## src/hdl/s20_pkg.sv

```systemverilog
// ----------------------------------------------------------------------------
// s20_pkg
// Shared types and constants for the Salsa20 keystream generator.
// ----------------------------------------------------------------------------
`default_nettype none
package s20_pkg;
  localparam int DoubleRoundsDefault = 10;
  localparam logic [31:0] Sig0 = 32'h61707865;
  localparam logic [31:0] Sig1 = 32'h3320646e;
  localparam logic [31:0] Sig2 = 32'h79622d32;
  localparam logic [31:0] Sig3 = 32'h6b206574;

  typedef logic [31:0] word_t;
  typedef word_t [15:0] state_t;

  typedef enum logic [2:0] {
    REG_KEY0  = 3'd0,
    REG_KEY1  = 3'd1,
    REG_KEY2  = 3'd2,
    REG_KEY3  = 3'd3,
    REG_NONCE = 3'd4
  } reg_idx_t;

  localparam logic ACT_GEN  = 1'b0;
  localparam logic ACT_SEEK = 1'b1;

  function automatic word_t rotl(input word_t v, input int n);
    rotl = (v << n) | (v >> (32 - n));
  endfunction

  function automatic state_t quarter(input state_t s, input int a, input int b,
                                     input int c, input int d);
    state_t t;
    t = s;
    t[b] = t[b] ^ rotl(t[a] + t[d], 7);
    t[c] = t[c] ^ rotl(t[b] + t[a], 9);
    t[d] = t[d] ^ rotl(t[c] + t[b], 13);
    t[a] = t[a] ^ rotl(t[d] + t[c], 18);
    quarter = t;
  endfunction

  // First half of a Salsa20 double round: the four column quarters
  function automatic state_t column_round(input state_t s);
    state_t t;
    t = quarter(s, 0, 4, 8, 12);
    t = quarter(t, 5, 9, 13, 1);
    t = quarter(t, 10, 14, 2, 6);
    t = quarter(t, 15, 3, 7, 11);
    column_round = t;
  endfunction

  // Second half of a Salsa20 double round: the four row quarters
  function automatic state_t row_round(input state_t s);
    state_t t;
    t = quarter(s, 0, 1, 2, 3);
    t = quarter(t, 5, 6, 7, 4);
    t = quarter(t, 10, 11, 8, 9);
    t = quarter(t, 15, 12, 13, 14);
    row_round = t;
  endfunction
endpackage
`default_nettype wire

```

## src/hdl/s20_emit.sv

```systemverilog
// ----------------------------------------------------------------------------
// s20_emit
// Final add and serializer: holds one finished block and sends its eight
// words in order.
// ----------------------------------------------------------------------------
`default_nettype none
module s20_emit (
  input  wire logic            clk,
  input  wire logic            rst_n,
  input  wire logic            blk_vld,
  input  wire s20_pkg::state_t x_in,
  input  wire s20_pkg::state_t init_in,
  output logic                 blk_take,
  output logic                 out_valid,
  input  wire logic            out_stall,
  output logic [63:0]          out_keystream_word,
  output logic [2:0]           out_word_index,
  output logic                 out_last_word
);
  import s20_pkg::*;

  state_t     blk_r;
  logic       full_r;
  logic [2:0] idx_r;
  logic       xfer;

  assign xfer     = full_r && !out_stall;
  // Take a new block when empty or while the last word leaves
  assign blk_take = blk_vld && (!full_r || (xfer && idx_r == 3'd7));

  always_ff @(posedge clk) begin
    if (!rst_n) begin
      full_r <= 1'b0;
      idx_r  <= 3'd0;
    end else begin
      if (blk_take) begin
        full_r <= 1'b1;
        idx_r  <= 3'd0;
      end else if (xfer) begin
        idx_r <= idx_r + 3'd1;
        if (idx_r == 3'd7) begin
          full_r <= 1'b0;
        end
      end
    end
  end

  always_ff @(posedge clk) begin
    if (blk_take) begin
      for (int i = 0; i < 16; i++) begin
        blk_r[i] <= x_in[i] + init_in[i];
      end
    end
  end

  assign out_valid          = full_r;
  assign out_keystream_word = {blk_r[{idx_r, 1'b1}], blk_r[{idx_r, 1'b0}]};
  assign out_word_index     = idx_r;
  assign out_last_word      = (idx_r == 3'd7);
endmodule
`default_nettype wire

```

## config.mk

```make
export PLATFORM = sky130hd
export DESIGN_NAME = s20_emit
export DESIGN_NICKNAME = d
export VERILOG_FILES = /design/src/hdl/s20_pkg.sv /design/src/hdl/s20_emit.sv
export SDC_FILE = /design/constraint.sdc
export NUM_CORES = 2
export LEC_CHECK = 0
export ABC_AREA = 1
export BUFFER_PORTS_ARGS = -buffer_cell sky130_fd_sc_hd__buf_2
export CAP_MARGIN = 0
export CORE_AREA = 8 8 424 426
export CTS_BUF_LIST = sky130_fd_sc_hd__clkbuf_4 sky130_fd_sc_hd__clkbuf_8 sky130_fd_sc_hd__clkbuf_16
export CTS_CLUSTER_SIZE = 20
export DETAILED_ROUTE_END_ITERATION = 8
export DIE_AREA = 0 0 432 434
export MAX_ROUTING_LAYER = met4
export PLACE_DENSITY_LB_ADDON = 0.15
export SLEW_MARGIN = 20
export SYNTH_ARGS = -nofsm -noshare
export SYNTH_HDL_FRONTEND = slang
export SYNTH_SLANG_ARGS = --single-unit
export TNS_END_PERCENT = 50
```

## constraint.sdc

```tcl
create_clock -name clk -period 20.1 [get_ports clk]
set_input_delay 3.015 -clock clk [delete_from_list [all_inputs] [get_ports clk]]
set_output_delay 3.015 -clock clk [all_outputs]
set_load 0.02 [all_outputs]
```

# After elaboration in Yosys (flattened, before gate mapping)
# Cells that the tools add are included.
totals:
  output_inout_bits: 70
  mem_count: 0
  regBits: 516
  rom_bits: 0
  wordCells: 56
  inputBits: 1028
  ram_bits: 0
  latchBits: 0
classes:
  n_eq_ne: 1
  muxes: 7
  n_div: 0
  addsub: 17
  shift: 0
  n_bitwise: 1
  n_lt_le_gt_ge: 2
  n_reduce_logical: 10
  n_mul: 0
op_table:
  columns: ["op", "count"]
  rows:
  - ["32-bit adder", 16]
  - ["32-bit binary-select mux with 3-bit select", 2]
  - ["32-bit two-way mux", 2]
  - ["4-bit by 5-bit less-than comparator with 1-bit output, second input constant", 2]
  - ["2-bit nonzero test", 2]
  - ["3-bit by 1-bit adder with 3-bit output, second input constant", 1]
  - ["3-bit == test, second input constant", 1]
  - ["1-bit logical AND", 3]
  - ["1-bit two-way mux", 3]
  - ["1-bit zero test", 2]
  - ["2-bit AND reduction", 1]
  - ["2-bit OR reduction", 1]
  - ["1-bit logical OR", 1]
  - ["1-bit inverter", 1]

# Longest topological paths before layout
depth:
  word_depth: 7
  mapped_depth: 12
  depth_no_buf: 12

# Worst setup path after synthesis
# No wires, ideal clock.
synth_timing:
  kind: "input -> output"
  start: "input out_stall"
  end: "output blk_take"
  t_required_ps: 17085
  arrival_time_ps: 13271
  n_path_buf: 0
  cell_stages: 5
  slack_ps: 3814
  path_cell_list: "inv_2 -> nand2_1 -> nand2_1 -> nand2_1 -> inv_1"
synth_between:
  elab_chain_len: 5
synth_rtl:
  columns: ["element", "line", "text"]
  rows:
  - ["from (decl)", "s20_emit.sv:15", "input wire logic out_stall,"]
  - ["1-bit zero test", "s20_emit.sv:27", "assign xfer = full_r && !out_stall;"]
  - ["1-bit logical AND", "s20_emit.sv:27", null]
  - ["1-bit logical AND", "s20_emit.sv:29", "assign blk_take = blk_vld && (!full_r || (xfer && idx_r == 3'd7));"]
  - ["1-bit logical OR", "s20_emit.sv:29", null]
  - ["1-bit logical AND", "s20_emit.sv:29", null]
  - ["to (decl)", "s20_emit.sv:13", "output logic blk_take,"]
# Every way passes these cells.

# Worst setup path after layout
# Same ends and word-level chain as after synthesis.

==> impl_metrics.yaml <==
clock_network:
  cts_resized: 0
  cts_max_level: 2
  cts_tree: "done"
  ctsHoldBuffers: 0
  ctsRootBufferMaster: "clkbuf_16"
  path_clk_slew_ns: 0.07
  postCtsSetupRepairBufs: 0
  clockBufferDepth: 3
  clock_sinks: 516
  clk_latency_ns: 0.69
  cts_buffers: 61
die:
  dieArea_mm2: 0.187
  num_io_pins: 1098
  core_mm2: 0.173
  row_count: 153
  die_h_um: 434
  die_w_um: 432
  initial_core_util: 0.328
detailed_routing:
  wirelength_um: 280000
  dr.first_iter.drc_count: 5219
  dr.pass1.iters: 7
  ant_nets: 0
  detail_route.wl_per_cell_um: 21.9
  drc: 0
  vias_per_cell: 4.78
  vias: 61310
logic_synthesis:
  avgSynthCellArea_um2: 6.09
  async_flop_share: 0
  ys_seq_elements: 516
  syn-cell-area_mm2: 0.0568
  yosys_warnings: 0
  syn-num-nets: 10866
  synthCells: 9324
  synth_common_cells: "nand2_1 (3944), inv_1 (1612), nor2_1 (1010), edfxtp_1 (512), ha_1 (498)"
  ys.flop_type: "edfxtp_1"
  synth_top_area_frac: 0.271
  synthDistinctLibCells: 28
  ys_seq_area_frac: 0.272
  synth_area_leader_cell: "edfxtp_1"
  synth-edff-count: 512
  synth_most_common_cell: "nand2_1"
  netlist_top_cells_area: "edfxtp_1 (27%), nand2_1 (26%), ha_1 (11%), inv_1 (11%), nor2_1 (6.7%)"
worst_hold_path:
  hold_class: "reg -> reg"
global_routing:
  grt_pass1_vias: 57899
  grt-ovfl-total: 0
  antenna_found_initial: 66
  grt_pass1_wl_um: 395000
  grt_max_degree: 124
  grt_util_all_layers: 0.292
timing:
  maxSlewHeadroom: 0.335
  rsz0062_at_grt: "no"
  maxSlewViolCount: 0
  finClkSkew_ns: 0.0372
  setup_viol: 0
  fin_crit_sh: 0.368
  final_hold_viol_count: 0
  worstMarginPinSlew_ns: 0.994
  min_period_ns: 7.41
  tns_ns: 0
  fmax_mhz: 135
worst_setup_path:
  criticalPathCategory: "in -> out"
  cp_max_fo: 72
  end_kind: "output port"
  cp-start-kind: "input pin"
  worstPathArrival_ns: 4.39
  cp.required_ns: 17.09
power_and_ir_drop:
  vdd_drop_max_mv: 0.0725
  p_leak_nw: 39.1
  pwr_density_cell_mw_per_mm2: 64.1
final_layout:
  nNetsFinal: 11945
  drive_above_1_share: 0.131
  final_core_util: 0.388
  n_fill_cell: 19248
  syn2layout_area_growth_pct: 18.2
placed_design:
  hpwl_um: 246000
  port_buffers: 1097
  gp_congestion: 0.985
run_status:
  status: "finished clean"
job:
  cap_violations: 0
-- flip-flops by register name, indices dropped and copies added, names as in the netlist --
register and cells:
out_valid 1, out_word_index 3, blk_r 512
-- metrics by stage --
step	instances	worst slack, ns	hold slack (ns)	power [mW]	instance area, um^2
finish	12814	12.69	0.539	4.30	67100
global route	12810	12.48	0.554	4.52	67100
CTS	12776	12.70	0.538	4.32	67000
detailed placement	12665	12.70	0.522	3.06	64800
global placement	12665	12.71	0.525	3.07	64800
floorplan	9324	3.81	0.592	2.39	56800
-- layer usage --
layer | GRT usage | part of all wire | vias up
li1 | - | - | 31021
met1 | 0.381 | 0.45 | 27902
met2 | 0.464 | 0.46 | 2028
met3 | 0.0233 | 0.048 | 359
met4 | 0.131 | 0.050 | 0
met5 | - | 0 | -
-- cell families after synthesis --
logic type / share of synthesized area
xor gates and xnor gates: 0.0397
DFF: 0.272
and+or+nand+nor: 0.379
AOI/OAI and AO/OA: 0.0659
buffers and inverters: 0.128
adders and majority gates: 0.115
-- cell type report --
type                    count  area, um^2  share of cell area
diodes                     38        95.1             0.00142
flip-flops and latches    516       15500               0.230
well taps                2325        2910              0.0434
clock inverters            46         661             0.00985
clock buffers              65        1560              0.0232
multi-input cells        6915       34000               0.507
repair buffers           1113        5620              0.0838
inverters                1796        6760               0.101
-- layout by cell type, fill, tap and decap left out, types with 48 or more instances in the layout --
master / n
nand2_1: 3944
inv_1: 1611
buf_2: 1097
nor2_1: 1010
edfxtp_1: 512
ha_1: 498
nand3_1: 419
a21oi_1: 322
xor2_1: 240
inv_2: 147
o21ai_0: 128
o32ai_1: 128
nor3_1: 80
nand4_1: 63
clkbuf_16: 61
clkinv_1: 48
-- critical path, cell delays in order --
cell	delay, ns
buf_2	0.12
inv_2	0.08
nand2_1	0.05
nand2_1	0.08
nand2_1	0.16
inv_8	0.43
buf_2	0.29
-- worst paths after layout --
check                                       start           endpoint  slack (ns)  depth (start not counted)
worst max-delay path                    out_stall           blk_take       12.69                          7
worst min-delay path                    out_valid  out_word_index[1]        0.54                          2
worst max register to register  out_word_index[0]         blk_r[415]       14.56                         10
worst min register to register          out_valid  out_word_index[1]        0.54                          2
-- report_power, final --
part	switching (mW)	internal, mW
clock network	0.501	0.743
logic	1.10	0.496
registers	0.0896	1.38
total	1.69	2.61
No activity file was read; power rests on OpenSTA's default activity.
